## src/tecl_pkg.sv

```systemverilog
// ----------------------------------------------------------------------------
// tecl_pkg: shared types and constants of the tab expanded column locator
// Holds the sequencer and line phase codes, field widths, reset values and
// the request and result structs of the shared remainder unit.
// ----------------------------------------------------------------------------
package tecl_pkg;

  // Widths fixed by the item fields
  localparam int TARGET_W  = 16;
  localparam int CHARS_W   = 16;
  localparam int INDEX_W   = 16;
  localparam int SPACES_W  = 8;
  localparam int CHAR_W    = 8;
  localparam int TABW_W    = 8;

  // Default counter width
  localparam int COLUMN_BITS_DEF = 16;

  // Configuration port
  localparam int APB_ADDR_W = 3;
  localparam int APB_DATA_W = 32;
  localparam logic REG_TAB_WIDTH = 1'b0;  // register index taken from paddr[2]

  // Codes and reset values
  localparam logic [CHAR_W-1:0] TAB_CODE      = 8'd9;
  localparam logic [TABW_W-1:0] TAB_WIDTH_RST = 8'd8;

  // Sequencer states
  typedef enum logic [1:0] {
    ST_IDLE,
    ST_MOD,
    ST_EMIT
  } state_t;

  // Line phase
  typedef enum logic [1:0] {
    PH_SEEK,
    PH_COUNT,
    PH_DONE
  } phase_t;

  // Remainder unit request and result
  typedef struct packed {
    logic              start;
    logic [TABW_W-1:0] divisor;
  } mod_req_t;

  typedef struct packed {
    logic              done;
    logic [TABW_W-1:0] rem;
  } mod_res_t;

endpackage

```

## src/tecl_mod_unit.sv

```systemverilog
// ----------------------------------------------------------------------------
// tecl_mod_unit: bit-serial remainder unit
// Restoring division of a DVD_W bit value by an 8 bit nonzero divisor,
// one dividend bit per cycle; only the remainder is kept.
// ----------------------------------------------------------------------------
module tecl_mod_unit
  import tecl_pkg::*;
#(
  parameter int DVD_W = COLUMN_BITS_DEF
) (
  input  logic             clk,
  input  logic             rst_n,
  input  mod_req_t         req,
  input  logic [DVD_W-1:0] dividend,
  output mod_res_t         res
);

  localparam int CNT_W = $clog2(DVD_W + 1);

  logic             busy_r, busy_nxt;
  logic [CNT_W-1:0] cnt_r, cnt_nxt;
  logic [DVD_W-1:0] dvd_r, dvd_nxt;
  logic [TABW_W-1:0] div_r, div_nxt;
  logic [TABW_W-1:0] rem_r, rem_nxt;
  logic [TABW_W:0]   trial;

  // Shift in the next dividend bit and subtract when it fits
  always_comb begin
    busy_nxt = busy_r;
    cnt_nxt  = cnt_r;
    dvd_nxt  = dvd_r;
    div_nxt  = div_r;
    rem_nxt  = rem_r;
    trial    = {rem_r, dvd_r[DVD_W-1]};
    if (req.start) begin
      busy_nxt = 1'b1;
      cnt_nxt  = CNT_W'(DVD_W);
      dvd_nxt  = dividend;
      div_nxt  = req.divisor;
      rem_nxt  = '0;
    end else if (busy_r) begin
      if (cnt_r != '0) begin
        cnt_nxt = cnt_r - 1'b1;
        dvd_nxt = {dvd_r[DVD_W-2:0], 1'b0};
        if (trial >= {1'b0, div_r}) begin
          rem_nxt = TABW_W'(trial - {1'b0, div_r});
        end else begin
          rem_nxt = trial[TABW_W-1:0];
        end
      end else begin
        busy_nxt = 1'b0;
      end
    end
  end

  always_ff @(posedge clk) begin
    if (!rst_n) begin
      busy_r <= 1'b0;
      cnt_r  <= '0;
    end else begin
      busy_r <= busy_nxt;
      cnt_r  <= cnt_nxt;
    end
    dvd_r <= dvd_nxt;
    div_r <= div_nxt;
    rem_r <= rem_nxt;
  end

  // Report the remainder once all bits are in
  assign res.done = busy_r && (cnt_r == '0);
  assign res.rem  = rem_r;

endmodule

```

## src/tab_expanded_column_locator.sv

```systemverilog
// ----------------------------------------------------------------------------
// tab_expanded_column_locator: source index at a display column of a line
// Plain characters, end markers and items after the result bypass the
// remainder unit; a tab while seeking, or a target found passed or on a
// tab, goes through the shared remainder unit. A result is loaded into the
// output register once that register no longer holds a stalled result.
// Reset (rst_n low, synchronous) closes the line, clears counters, tab_width=8.
// ----------------------------------------------------------------------------
module tab_expanded_column_locator
  import tecl_pkg::*;
#(
  parameter int COLUMN_BITS = COLUMN_BITS_DEF
) (
  input  logic                  clk,
  input  logic                  rst_n,
  // input items
  input  logic                  in_valid,
  output logic                  in_stall,
  input  logic [CHAR_W-1:0]     in_char_code,
  input  logic                  in_end_of_line,
  input  logic [TARGET_W-1:0]   in_target_column,
  // result items
  output logic                  out_valid,
  input  logic                  out_stall,
  output logic [INDEX_W-1:0]    out_source_index,
  output logic [CHARS_W-1:0]    out_remaining_chars,
  output logic [SPACES_W-1:0]   out_remaining_spaces,
  // configuration
  input  logic                  psel,
  input  logic                  penable,
  input  logic                  pwrite,
  input  logic [APB_ADDR_W-1:0] paddr,
  input  logic [APB_DATA_W-1:0] pwdata,
  output logic [APB_DATA_W-1:0] prdata,
  output logic                  pready
);

  localparam int CMP_W  = (COLUMN_BITS > TARGET_W) ? COLUMN_BITS : TARGET_W;
  localparam int WIDE_W = COLUMN_BITS + INDEX_W;

  state_t state_r, state_nxt;
  phase_t phase_r, phase_nxt;

  logic                   line_open_r, line_open_nxt;
  logic [COLUMN_BITS-1:0] col_r, col_nxt;
  logic [COLUMN_BITS-1:0] pos_r, pos_nxt;
  logic [COLUMN_BITS-1:0] run_r, run_nxt;
  logic [TARGET_W-1:0]    tgt_r, tgt_nxt;
  logic [TABW_W-1:0]      tabw_r;
  logic [TABW_W-1:0]      tw_cur_r, tw_cur_nxt;
  logic                   spaces_op_r, spaces_op_nxt;

  logic [COLUMN_BITS-1:0] pend_idx_r, pend_idx_nxt;
  logic [COLUMN_BITS-1:0] pend_chars_r, pend_chars_nxt;
  logic [SPACES_W-1:0]    pend_spaces_r, pend_spaces_nxt;

  logic                   out_valid_r, out_valid_nxt;
  logic [INDEX_W-1:0]     out_idx_r, out_idx_nxt;
  logic [CHARS_W-1:0]     out_chars_r, out_chars_nxt;
  logic [SPACES_W-1:0]    out_spaces_r, out_spaces_nxt;

  logic                   accept;
  logic                   is_tab;
  logic [TARGET_W-1:0]    tgt_eff;
  logic [TABW_W-1:0]      tw_eff;
  logic [CMP_W-1:0]       col_ext;
  logic [CMP_W-1:0]       tgt_ext;
  logic                   reached;
  logic                   beyond;
  logic                   need_mod;
  logic                   out_free;
  logic [TABW_W-1:0]      tab_step;
  logic [COLUMN_BITS:0]   col_sum;
  logic [COLUMN_BITS-1:0] col_tab;
  logic [COLUMN_BITS-1:0] pos_inc;
  logic [COLUMN_BITS-1:0] col_inc;
  logic [COLUMN_BITS-1:0] run_inc;
  logic [WIDE_W-1:0]      pend_idx_wide;
  logic [WIDE_W-1:0]      pend_chars_wide;
  logic                   cfg_write;

  mod_req_t         mod_req;
  mod_res_t         mod_res;
  logic [CMP_W-1:0] mod_dividend;

  // Configuration register
  assign pready    = 1'b1;
  assign cfg_write = psel && penable && pwrite && (paddr[2] == REG_TAB_WIDTH);
  assign prdata    = (paddr[2] == REG_TAB_WIDTH) ? APB_DATA_W'(tabw_r) : '0;

  always_ff @(posedge clk) begin
    if (!rst_n) begin
      tabw_r <= TAB_WIDTH_RST;
    end else if (cfg_write) begin
      tabw_r <= pwdata[TABW_W-1:0];
    end
  end

  // Decode the incoming item
  assign accept   = in_valid && (state_r == ST_IDLE);
  assign is_tab   = (in_char_code == TAB_CODE);
  assign tgt_eff  = line_open_r ? tgt_r : in_target_column;
  assign tw_eff   = (tabw_r == '0) ? TABW_W'(1) : tabw_r;
  assign col_ext  = CMP_W'(col_r);
  assign tgt_ext  = CMP_W'(tgt_eff);
  assign reached  = (col_ext >= tgt_ext);
  assign beyond   = (col_ext > tgt_ext);
  assign need_mod = !in_end_of_line && (phase_r == PH_SEEK) &&
                    (reached ? (beyond || is_tab) : is_tab);
  assign out_free = !out_valid_r || !out_stall;

  // Saturating counter updates
  assign pos_inc  = (&pos_r) ? pos_r : pos_r + 1'b1;
  assign col_inc  = (&col_r) ? col_r : col_r + 1'b1;
  assign run_inc  = (&run_r) ? run_r : run_r + 1'b1;
  assign tab_step = tw_cur_r - mod_res.rem;
  assign col_sum  = (COLUMN_BITS+1)'(col_r) + (COLUMN_BITS+1)'(tab_step);
  assign col_tab  = col_sum[COLUMN_BITS] ? '1 : col_sum[COLUMN_BITS-1:0];

  // Shared remainder unit: column or target modulo tab width
  assign mod_req.start   = accept && need_mod;
  assign mod_req.divisor = tw_eff;
  assign mod_dividend    = reached ? tgt_ext : col_ext;

  tecl_mod_unit #(
    .DVD_W (CMP_W)
  ) u_mod (
    .clk      (clk),
    .rst_n    (rst_n),
    .req      (mod_req),
    .dividend (mod_dividend),
    .res      (mod_res)
  );

  // Next state
  always_comb begin
    state_nxt = state_r;
    case (state_r)
      ST_IDLE: begin
        if (accept) begin
          if (in_end_of_line) begin
            state_nxt = (phase_r inside {PH_SEEK, PH_COUNT}) ? ST_EMIT : ST_IDLE;
          end else if (phase_r == PH_COUNT) begin
            state_nxt = is_tab ? ST_EMIT : ST_IDLE;
          end else if (need_mod) begin
            state_nxt = ST_MOD;
          end
        end
      end
      ST_MOD: begin
        if (mod_res.done) begin
          state_nxt = spaces_op_r ? ST_EMIT : ST_IDLE;
        end
      end
      ST_EMIT: begin
        if (out_free) begin
          state_nxt = ST_IDLE;
        end
      end
      default: state_nxt = ST_IDLE;
    endcase
  end

  // Handshake outputs
  always_comb begin
    in_stall = (state_r != ST_IDLE);
  end

  // Line counters and pending result
  always_comb begin
    phase_nxt       = phase_r;
    line_open_nxt   = line_open_r;
    col_nxt         = col_r;
    pos_nxt         = pos_r;
    run_nxt         = run_r;
    tgt_nxt         = tgt_r;
    tw_cur_nxt      = tw_cur_r;
    spaces_op_nxt   = spaces_op_r;
    pend_idx_nxt    = pend_idx_r;
    pend_chars_nxt  = pend_chars_r;
    pend_spaces_nxt = pend_spaces_r;
    case (state_r)
      ST_IDLE: begin
        if (accept) begin
          tgt_nxt       = tgt_eff;
          line_open_nxt = 1'b1;
          tw_cur_nxt    = tw_eff;
          spaces_op_nxt = reached;
          if (in_end_of_line) begin
            // close the line, report the length or the run
            pend_idx_nxt    = pos_r;
            pend_chars_nxt  = (phase_r == PH_COUNT) ? run_r : '0;
            pend_spaces_nxt = '0;
            col_nxt         = '0;
            pos_nxt         = '0;
            run_nxt         = '0;
            phase_nxt       = PH_SEEK;
            line_open_nxt   = 1'b0;
          end else if (phase_r == PH_COUNT) begin
            if (is_tab) begin
              pend_idx_nxt    = pos_r;
              pend_chars_nxt  = run_r;
              pend_spaces_nxt = '0;
              phase_nxt       = PH_DONE;
            end else begin
              run_nxt = run_inc;
            end
          end else if (phase_r == PH_SEEK) begin
            if (reached) begin
              if (!(beyond || is_tab)) begin
                // target on a plain character: start counting the run
                run_nxt   = COLUMN_BITS'(1);
                phase_nxt = PH_COUNT;
              end
            end else if (!is_tab) begin
              col_nxt = col_inc;
              pos_nxt = pos_inc;
            end
          end
        end
      end
      ST_MOD: begin
        if (mod_res.done) begin
          if (spaces_op_r) begin
            pend_idx_nxt    = pos_r;
            pend_chars_nxt  = '0;
            pend_spaces_nxt = tw_cur_r - mod_res.rem;
            phase_nxt       = PH_DONE;
          end else begin
            // advance to the next tab stop
            col_nxt = col_tab;
            pos_nxt = pos_inc;
          end
        end
      end
      default: ;
    endcase
  end

  // Output register: load a pending result, drop it once taken
  assign pend_idx_wide   = WIDE_W'(pend_idx_r);
  assign pend_chars_wide = WIDE_W'(pend_chars_r);

  always_comb begin
    out_valid_nxt  = out_valid_r && out_stall;
    out_idx_nxt    = out_idx_r;
    out_chars_nxt  = out_chars_r;
    out_spaces_nxt = out_spaces_r;
    if ((state_r == ST_EMIT) && out_free) begin
      out_valid_nxt  = 1'b1;
      out_idx_nxt    = pend_idx_wide[INDEX_W-1:0];
      out_chars_nxt  = pend_chars_wide[CHARS_W-1:0];
      out_spaces_nxt = pend_spaces_r;
    end
  end

  always_ff @(posedge clk) begin
    if (!rst_n) begin
      state_r     <= ST_IDLE;
      phase_r     <= PH_SEEK;
      line_open_r <= 1'b0;
      col_r       <= '0;
      pos_r       <= '0;
      run_r       <= '0;
      tgt_r       <= '0;
      out_valid_r <= 1'b0;
    end else begin
      state_r     <= state_nxt;
      phase_r     <= phase_nxt;
      line_open_r <= line_open_nxt;
      col_r       <= col_nxt;
      pos_r       <= pos_nxt;
      run_r       <= run_nxt;
      tgt_r       <= tgt_nxt;
      out_valid_r <= out_valid_nxt;
    end
    tw_cur_r      <= tw_cur_nxt;
    spaces_op_r   <= spaces_op_nxt;
    pend_idx_r    <= pend_idx_nxt;
    pend_chars_r  <= pend_chars_nxt;
    pend_spaces_r <= pend_spaces_nxt;
    out_idx_r     <= out_idx_nxt;
    out_chars_r   <= out_chars_nxt;
    out_spaces_r  <= out_spaces_nxt;
  end

  assign out_valid            = out_valid_r;
  assign out_source_index     = out_idx_r;
  assign out_remaining_chars  = out_chars_r;
  assign out_remaining_spaces = out_spaces_r;

endmodule
```

## config.mk

```make
export PLATFORM = sky130hd
export DESIGN_NAME = tab_expanded_column_locator
export DESIGN_NICKNAME = d
export VERILOG_FILES = /design/src/tecl_pkg.sv /design/src/tecl_mod_unit.sv /design/src/tab_expanded_column_locator.sv
export SDC_FILE = /design/constraint.sdc
export NUM_CORES = 1
export LEC_CHECK = 0
export BUFFER_PORTS_ARGS = -buffer_cell sky130_fd_sc_hd__buf_2
export CORE_MARGIN = 2
export CORE_UTILIZATION = 30
export DETAILED_ROUTE_END_ITERATION = 12
export GPL_TIMING_DRIVEN = 1
export SYNTH_ARGS = -nofsm -noshare
export SYNTH_HDL_FRONTEND = slang
export SYNTH_SLANG_ARGS = --single-unit
```

## constraint.sdc

```tcl
create_clock -name clk -period 6.93 [get_ports clk]
set_clock_uncertainty 0.15 [all_clocks]
set_input_delay 0.693 -clock clk [delete_from_list [all_inputs] [get_ports clk]]
set_output_delay 0.693 -clock clk [all_outputs]
set_load 0.02 [all_outputs]
```

After elaboration in Yosys (flattened, before gate mapping)
Cells that the tools add are included.

word-level totals
  bits of input ports = 67
  bits in registers = 205
  output and inout port bits = 75

cells by class
  reductions and logical operators = 40
  mux-type cells = 87
  equality and inequality tests = 24
  bitwise logic cells = 2
  $add $sub $neg = 7
  $lt $le $gt $ge = 3

operators by type and width
  cell                                                  count
  2-to-1 mux 16 bit                                     44
  one-hot mux 16 bit (2 select lines)                   4
  2-to-1 mux 8 bit                                      9
  adder 16 x 1 -> 16 bit (second input constant)        3
  AND reduction 16 bit                                  3
  2-to-1 mux 2 bit                                      18
  != test 3 bit (second input constant)                 7
  adder 16 x 8 -> 17 bit                                1
  >= comparator 16 bit                                  1
  greater-than comparator 16 bit                        1
  one-hot mux 8 bit (2 select lines)                    1
  AND reduction 8 bit                                   2
  subtractor 8 bit                                      2
  2-to-1 mux 5 bit                                      3
  != test 4 x 3 -> 1 bit (second input constant)        3
  logical AND 1 bit                                     10
  != test 2 bit (second input constant)                 5
  nonzero test 2 bit                                    5
  >= comparator 9 x 8 -> 1 bit                          1
  != test 3 x 2 -> 1 bit (second input constant)        3
  AND reduction 9 bit                                   1
  equality test 8 x 4 -> 1 bit (second input constant)  1
  zero test 8 bit                                       1
  AND reduction 7 bit                                   1
  other kinds (19)                                      33

Longest topological paths before layout
Gate-level depths: netlist of run 1.

  word-level depth = 10
  depth in mapped cells = 18

Cells and area by module
A second synthesis of run 1 with hierarchy kept.

second synthesis, totals
  cells, all modules = 1,013
  area total of the unflattened synthesis = 10,411.2 sq um

modules (own cells, without submodules)
  module                       area each (sq um)  sequential area each (sq um)  times used  cells each
  tab_expanded_column_locator  8,465.6            4,234.1                       1           842
  tecl_mod_unit                1,945.6            1,001.0                       1           171

Least setup slack after synthesis of run 1
No wires, ideal clock.

  path kind = reg-to-reg
  start = reg line_open_r
  end = reg u_mod.div_r[0] (enable)
  stages on the path, launching flop included = 14
  data required time = 6.404 ns
  arrival = 3.437 ns
  setup slack = 2.967 ns
  setup time = 0.376 ns
  path buffers = 3
  path through = dfxtp_1 clkbuf_1 clkbuf_1 mux2i_1 inv_1 ha_1 nor2b_4 o211ai_2 a2111oi_1 nor4_1 o21ai_0 nand4_1 inv_2 buf_1

on the way
  word-level cells in the longest chain between the ends = 6

ends and longest elaborated chain
  item                            RTL line                            RTL
  start: declaration              tab_expanded_column_locator.sv:44   logic line_open_r, line_open_nxt;
  start signal: assignment        tab_expanded_column_locator.sv:270  line_open_r <= line_open_nxt;
  2-to-1 mux 16 bit (*)           tab_expanded_column_locator.sv:102  assign tgt_eff = line_open_r ? tgt_r : in_target_column;
  named net tgt_eff[0]            tab_expanded_column_locator.sv:64   logic [TARGET_W-1:0] tgt_eff;
  greater-than comparator 16 bit  tab_expanded_column_locator.sv:107  assign beyond = (col_ext > tgt_ext);
  logical OR 1 bit                tab_expanded_column_locator.sv:109  (reached ? (beyond || is_tab) : is_tab);
  2-to-1 mux 1 bit (*)            tab_expanded_column_locator.sv:109
  logical AND 1 bit (*)           tab_expanded_column_locator.sv:108  assign need_mod = !in_end_of_line && (phase_r == PH_SEEK) &&
  logical AND 1 bit (*)           tab_expanded_column_locator.sv:121  assign mod_req.start = accept && need_mod;
  end signal: assignment          tecl_mod_unit.sv:65                 div_r <= div_nxt;
  end: declaration                tecl_mod_unit.sv:23                 logic [TABW_W-1:0] div_r, div_nxt;

Mark *: on every way through the listed nets, which the timed path passes. The rest lies on a longest branch.
A chain may end at the register's enable or synchronous reset.

Final worst setup path of run 1
  start = reg line_open_r
  end = reg u_mod.dvd_r[4], data pin

on the way
  word-level cells in the longest chain between the ends = 7

ends and longest elaborated chain
  item                            RTL line                            RTL
  2-to-1 mux 16 bit (*)           tab_expanded_column_locator.sv:102
  greater-than comparator 16 bit  tab_expanded_column_locator.sv:107
  logical OR 1 bit                tab_expanded_column_locator.sv:109
  2-to-1 mux 1 bit                tab_expanded_column_locator.sv:109
  logical AND 1 bit               tab_expanded_column_locator.sv:108
  logical AND 1 bit               tab_expanded_column_locator.sv:121
  2-to-1 mux 16 bit (*)           tecl_mod_unit.sv:35                 if (req.start) begin
  named net u_mod.dvd_nxt[4]      tecl_mod_unit.sv:22                 logic [DVD_W-1:0] dvd_r, dvd_nxt;
  end signal: assignment          tecl_mod_unit.sv:64                 dvd_r <= dvd_nxt;
  end: declaration                tecl_mod_unit.sv:22

Marks and branches as above.

==> summary.log, run 1 <==
[layout] number of filler cells placed in the layout 3,391
[route] initial drt markers 653
[floorplanning] number of top-level pins 142
[route] length of the first detailed-routing pass in iterations 5
[sta] Final Max Tran Viols 0
[sta] actual transition at the worst max-transition pin 1.217 ns
[clock_tree] Worst-path clk slew 0.06 ns
[floorplanning] Die Outline Area 35,830 µm²
[clock_tree] Clock Root Buffer clkbuf_16
[clock_tree] clock tree sinks 205
[layout] fraction of final layout cells with drive strength greater than 1 15.45%
[critical_path] total buffers and inverters traversed by the critical path 1
[sta] setup repair after global routing missed its margin false
[synthesis] post-synthesis register bit count 205
[critical_path] Worst path most repeated cell nand4_1
[grt] gr usage total 12.49%
[grt] wire length of the first global-routing pass 36.71 mm
[grt] number of antenna violations at the first check in global routing 0
[place] post-DP HPWL 15.78 mm
[critical_path] critical path class reg2reg
[critical_path] critical register-to-register path startpoint line_open_r
[critical_path] Worst setup EP type register
[power_and_ir_drop] power density of the placed cells 244.3 nW/µm²
[critical_path] Critical Path AT 4.77 ns
[clock_tree] number of H-tree levels 1
[place] final weighted congestion in routability-driven placement 0.8229
[route] post-route ant nets 0
[synthesis] post-synthesis instance total 992
[synthesis] mean cell area of the mapped netlist 10.38 µm²
[power_and_ir_drop] share of power burned in registers 46.8%
[power_and_ir_drop] share of total power consumed by net switching 25.46%
[min_path] class of the tightest hold or removal check in2reg
[critical_path] CP max FO 35
[power_and_ir_drop] Int Pwr 2.155 mW
[layout] most frequent cells in the layout edfxtp_1, dfxtp_1, buf_2
[route] drc violations 0
[synthesis] Yosys cell types 68
[clock_tree] number of buffers added for setup after CTS 0
[route] final WL 22.24 mm
[clock_tree] cts repair resizes 0
[place] worst setup slack before clock tree synthesis 2.264 ns
[power_and_ir_drop] VDD IR-drop max 0.0001684 V
[clock_tree] buffer depth of the longest clock path 3
[power_and_ir_drop] relative contribution of combinational cells to total power 11.3%
[route] average detailed-routed wire length per instance 14.54 µm
[critical_path] number of cell instances on the worst register-to-register path 9
[sta] setup_tns 0 ns
[layout] Total Nets Final 1,178
[sta] Max transition margin 18.35%
[synthesis] number of flops mapped to enable cells by yosys 113
[clock_tree] clock tree from TritonCTS yes
[floorplanning] Starting Density 30.56%
[critical_path] list of cells traversed by the critical path mux2i_1 > ha_1 > nand4_1 > a2111oi_1 > nor4_1 > o21ai_0 > nand4_1 > inv_2 > mux2_2
[synthesis] sequential element share of the synthesized area 50.83%
[floorplanning] width of the die 189.3 µm
[floorplanning] cell row count 67
[clock_tree] number of buffers inserted during clock tree synthesis 23
[floorplanning] die span in y 189.3 µm
[critical_path] critical path launch point type register
[sta] Final setup viols 0
[critical_path] Worst R2R End u_mod.dvd_r[4]
[sta] Worst Slack Setup Final 2.274 ns
[layout] area growth from synthesis to layout 14.96%
[critical_path] R2R Setup Slk 2.27 ns
[synthesis] Synth async-reset ratio 0%
[grt] largest net degree at the start of global routing 47
[power_and_ir_drop] Clk pwr share 41.9%
[critical_path] number of stages on the worst setup path 9
[critical_path] termination of the worst setup path u_mod.dvd_r[4]
[grt] via count of the first global-routing pass 7,052
[floorplanning] core area 33,700 µm²
[critical_path] critical path's largest stage delay 0.99 ns
[synthesis] Warnings, synthesis 0
[power_and_ir_drop] net switching power figure 0.7362 mW
[sta] maximum clock frequency 214.8 MHz
[sta] number of failing hold endpoints at the final stage 0
[critical_path] category of cells accounting for the largest share of critical-path delay flip-flops
[critical_path] worst path required time 7.04 ns
[route] average vias per placed instance 4.869
[power_and_ir_drop] Static Leakage 4.534 nW
[job] max-cap viol count 0
[clock_tree] Clock Latency Late Sink 0.53 ns
[layout] leading cell type in the layout, fill and taps excluded edfxtp_1
[clock_tree] cts-stage hold buffer count 0
[route] total number of vias 7,450
[critical_path] master of the slowest instance on the critical path dfxtp_1
[place] count of port buffers added during placement 90
[critical_path] launching instance or port of the critical path line_open_r
[sta] part of the cycle the worst path needs 67.19%
[power_and_ir_drop] total power after layout 2.892 mW
[grt] Remaining Overflow, GRT 0
[synthesis] Syn Std Cell Area 10,300 µm²
[outcome] status complete, no violations
[synthesis] prevailing post-synth register cell edfxtp_1
[sta] time the worst path needs with I/O delays and setup 4.656 ns
## layer usage
metal / vias up / part of all wire, % / wire (µm) / GRT usage [%]
met5: - / 0.14 / 32 / 0.8242
met4: 2 / 2.4 / 539 / 3.936
met3: 34 / 4.1 / 918 / 1.594
met2: 197 / 47 / 10560 / 20.94
met1: 3462 / 46 / 10190 / 16.68
li1: 3755 / - / - / -
## how the worst min path moves through the flow
stage	cells past startpoint	from	end	slack, ns
after global placement	0	pend_chars_r[7]	out_remaining_chars[7]	0.25
after floorplan	0	pend_chars_r[0]	out_remaining_chars[0]	0.25
after global routing	3	pwdata[3]	tabw_r[3]	0.25
after detailed placement	0	pend_chars_r[9]	out_remaining_chars[9]	0.25
after CTS	3	pwdata[3]	tabw_r[3]	0.22
final	3	pwdata[3]	tabw_r[3]	0.24
## through the flow
step,hold slack [ns],utilization (%),instance area (µm²),instances
after floorplan,0.2503,-,10390,1015
after global placement,0.2533,32.87,11080,1487
after detailed placement,0.2545,32.87,11080,1487
after CTS,0.2238,35.12,11840,1529
after global routing,0.2532,35.12,11840,1529
final,0.2448,35.13,11840,1530
## cell type report
type | count | area, µm² | share of cell area (%)
Tap cell | 448 | 560.5 | 4.735
Sequential cell | 205 | 5235 | 44.22
Clock inverter | 15 | 148.9 | 1.258
Inverter | 55 | 206.4 | 1.744
Multi-Input combinational cell | 684 | 4587 | 38.74
Clock buffer | 27 | 610.6 | 5.157
Timing Repair Buffer | 95 | 488.0 | 4.122
Antenna cell | 1 | 2.502 | 0.02114
## worst min-delay path, delay by kind of cell
| kind | cells | cell delay [ns] |
|---|---|---|
| and+or+nand+nor | 2 | 0.11 |
| buffers and inverters | 1 | 0.07 |
## cells by family (layout without fill, tap and decap cells)
logic type,after synthesis,after routing,synth area share (%)
AND/OR/NAND/NOR,305,305,15.24
AO/OA/AOI/OAI,222,222,14.17
flip-flops,205,205,50.83
buffers and inverters,126,192,5.662
multiplexers,55,55,5.552
adder cells (fa/ha/maj),47,47,5.929
XOR/XNOR,30,30,2.551
other,2,26,0.07292
## registers in the layout, indices dropped and copies added, names as in the netlist
register / flops
u_mod.rem_r: 8
u_mod.dvd_r: 16
spaces_op_r: 1
phase_r: 2
state_r: 2
u_mod.cnt_r: 5
pend_idx_r: 16
out_valid: 1
pos_r: 16
tgt_r: 16
out_remaining_spaces: 8
out_source_index: 16
tw_cur_r: 8
pend_spaces_r: 8
u_mod.div_r: 8
out_remaining_chars: 16
pend_chars_r: 16
line_open_r: 1
u_mod.busy_r: 1
run_r: 16
tabw_r: 8
col_ext: 16
## cell usage after synthesis, drive strengths merged (10+ instances only)
master | number | share of area [%]
nor4 | 10 | 0.67
nand3 | 26 | 1.3
dfxtp | 92 | 18
mux2 | 17 | 1.9
inv | 55 | 2.0
a21oi | 70 | 3.4
mux2i | 38 | 3.7
o31ai | 15 | 1.1
xnor2 | 19 | 1.6
nand2 | 67 | 2.4
edfxtp | 113 | 33
nor3 | 20 | 0.97
ha | 44 | 5.3
nor2 | 72 | 2.6
and2 | 27 | 1.6
buf | 35 | 2.3
xor2 | 11 | 0.94
nor2b | 18 | 1.2
clkbuf | 36 | 1.3
and3 | 16 | 0.97
or4 | 12 | 0.91
o21ai | 37 | 1.8
a211oi | 37 | 2.7
## power by group through the flow
stage	combinational (mW)	sequential (mW)	clock (mW)
after floorplan	0.252	1.38	0
after global placement	0.323	1.38	0
after detailed placement	0.328	1.38	0
after CTS	0.330	1.35	1.25
after global routing	0.369	1.36	1.29
final	0.326	1.35	1.21
(Power assumes the default switching activity.)
==> run 2: changes to the inputs <==
- clock period: 6.93 -> 3.8 ns (I/O delays scaled with it)
==> run 2 against run 1 <==
  * Sequential power increased by 81%
  * Non-clock buffer count increased by 78
  * The run now ends with setup timing left
  * Critical path type unchanged
  * Critical endpoint is now col_ext[15]
  * Wire length increased by 6.4%
  * Clock power increased by 71%
  * Total power increased by 84%
  * Largest cell class unchanged
  * Global-route usage increased by 0.54 points
  * Register-to-register slack got worse by 2.3 ns
  * Via count increased by 5.2%
  * Combinational power increased by 150%
==> summary.log, run 2 (same netlist as run 1, synthesis figures left out) <==
[route] initial drt markers 415
[critical_path] critical path class reg2reg
[critical_path] worst path required time 4.09 ns
[layout] sequential cell area 5235 µm²
[layout] number of filler cells placed in the layout 3,346
[route] length of the first detailed-routing pass in iterations 5
[critical_path] category of cells accounting for the largest share of critical-path delay adder cells
[layout] Total Nets Final 1,256
[critical_path] number of stages on the worst setup path 19
[critical_path] number of cell instances on the worst register-to-register path 19
[floorplanning] cell row count 67
[critical_path] list of cells traversed by the critical path inv_1 > ha_2 > inv_2 > fa_2 > a21oi_2 > nor2_1 > nor2_1 > buf_4 > buf_4 > buf_4 > xnor2_1 > ha_2 > a2111oi_2 > buf_4 > o31ai_4 > nand2_2 > or4_4 > o221a_4 > o32ai_2
[critical_path] critical path's largest stage delay 0.44 ns
[critical_path] CP max FO 5
[sta] actual transition at the worst max-transition pin 0.9359 ns
[critical_path] launching instance or port of the critical path tw_cur_r[0]
[layout] leading cell type in the layout, fill and taps excluded edfxtp_1
[floorplanning] Die Outline Area 35,830 µm²
[floorplanning] core area 33,700 µm²
[place] number of placed instances with taps included 1,541
[critical_path] master of the slowest instance on the critical path or4_4
[route] average vias per placed instance 4.877
[grt] number of antenna violations at the first check in global routing 0
[clock_tree] number of H-tree levels 1
[critical_path] R2R Setup Slk -0.005 ns
[power_and_ir_drop] VDD IR-drop max 0.0003031 V
[critical_path] total buffers and inverters traversed by the critical path 6
[critical_path] Worst setup EP type register
[layout] most frequent cells in the layout edfxtp_1, dfxtp_1, buf_2
[sta] Max transition margin 37.52%
[route] final WL 23.67 mm
[critical_path] critical register-to-register path startpoint tw_cur_r[0]
[sta] setup repair after global routing missed its margin true
[power_and_ir_drop] power density of the placed cells 423.4 nW/µm²
[floorplanning] width of the die 189.3 µm
[clock_tree] number of buffers inserted during clock tree synthesis 23
[clock_tree] Worst-path clk slew 0.06 ns
[outcome] status finished with violations
[critical_path] termination of the worst setup path col_ext[15]
[sta] Worst Slack Setup Final -0.004664 ns
[route] post-route ant nets 0
[layout] diode insertion count for antenna repair 0
[sta] final hold slack 0.1097 ns
[clock_tree] clock tree sinks 205
[place] count of port buffers added during placement 90
[route] drc violations 0
[floorplanning] number of top-level pins 142
[clock_tree] Clock Root Buffer clkbuf_16
[sta] Final Max Tran Viols 0
[grt] gr usage total 13.03%
[sta] maximum clock frequency 262.8 MHz
[critical_path] Worst R2R End col_ext[15]
[clock_tree] buffer depth of the longest clock path 3
[min_path] class of the tightest hold or removal check in2reg
[sta] part of the cycle the worst path needs 100.1%
[min_path] Hold Crit Start rst_n
[sta] time the worst path needs with I/O delays and setup 3.805 ns
[job] max-cap viol count 0
[clock_tree] clock tree from TritonCTS yes
[layout] area growth from synthesis to layout 22.20%
[sta] number of failing hold endpoints at the final stage 0
[critical_path] Critical Path AT 4.09 ns
[clock_tree] Clock Latency Late Sink 0.53 ns
[layout] count of placed standard cells in the final layout, fillers left out 1,607
[floorplanning] die span in y 189.3 µm
[critical_path] critical path launch point type register
[grt] largest net degree at the start of global routing 47
[place] placed cell area 11,510 µm²
[place] final weighted congestion in routability-driven placement 0.8729
[outcome] violations in the final reports setup timing
[layout] multi-input logic area 4740 µm²
[power_and_ir_drop] Static Leakage 4.904 nW
[grt] wire length of the first global-routing pass 38.58 mm
[floorplanning] Starting Density 30.56%
[sta] Final setup viols 1
[route] average detailed-routed wire length per instance 14.73 µm
[grt] Remaining Overflow, GRT 0
[grt] via count of the first global-routing pass 7,648
[layout] fraction of final layout cells with drive strength greater than 1 22.35%
[layout] total non-filler cell area in the finished layout 12,580 µm²
[critical_path] Worst path most repeated cell buf_4
[route] total number of vias 7,837
[place] post-DP HPWL 16.82 mm
## run 2: changes by cell type in the layout (fill, tap and decap cells not counted), sizes merged
| cell | change |
|---|---|
| clkinv | -3 |
| diode | -1 |
| dlygate4sd3 | +9 |
| clkinvlp | +3 |
| buf | +69 |
| clkbuf | +3 |
| bufinv | -2 |
| inv | -1 |
## run 2: repair_timing
| item | in CTS | in global routing |
|---|---|---|
| endpoints found under the setup margin | 3 | 57 |
| gates resized for setup | 14 | 33 |
| setup buffers | 15 | 2 |
| endpoints found under the hold margin | 9 | 0 |
| pin swaps | 7 | 11 |
| gates cloned | 0 | 0 |
| hold buffers | 9 | 0 |
## run 2: power breakdown
group / internal, mW / switching, mW / leakage [nW]
clock: 1.15 / 0.920 / 0.327
sequential: 2.41 / 0.0419 / 1.80
combinational: 0.357 / 0.446 / 2.77
total: 3.92 / 1.41 / 4.90
## run 2: how the worst min path moves through the flow
| stage | end | depth (start not counted) |
|---|---|---|
| CTS | tabw_r[3] | 2 |
| detailed placement | out_source_index[13] | 0 |
| finish | tabw_r[3] | 2 |
| global placement | out_remaining_chars[7] | 0 |
| floorplan | out_remaining_chars[0] | 0 |
| global route | tabw_r[3] | 2 |
## run 2: metal layers
metal | track usage (%) | part of all wire (%)
met1 | 16.74 | 45
met2 | 22.47 | 48
met3 | 1.835 | 3.8
met4 | 4.383 | 3.0
met5 | 0 | 0
## run 2: through the flow
step | total power [mW] | util (%) | setup WS [ns] | setup TNS, ns
6_report | 5.328 | 37.34 | -0.004664 | -0.004664
5_1_grt | 5.561 | 37.34 | -0.2303 | -2.485
4_1_cts | 5.359 | 36.99 | -0.006217 | -0.006217
3_5_place_dp | 3.194 | 34.16 | -0.1474 | -0.2086
3_3_place_gp | 3.177 | 34.16 | -0.05435 | -0.05435
2_1_floorplan | 2.971 | - | 0.01272 | 0
## run 2: layout make-up
type	count	area share, %
Timing Repair Buffer	173	9.057
Multi-Input combinational cell	684	37.66
Clock buffer	30	4.862
Sequential cell	205	41.60
Clock inverter	12	0.7059
Inverter	55	1.660
Tap cell	448	4.454
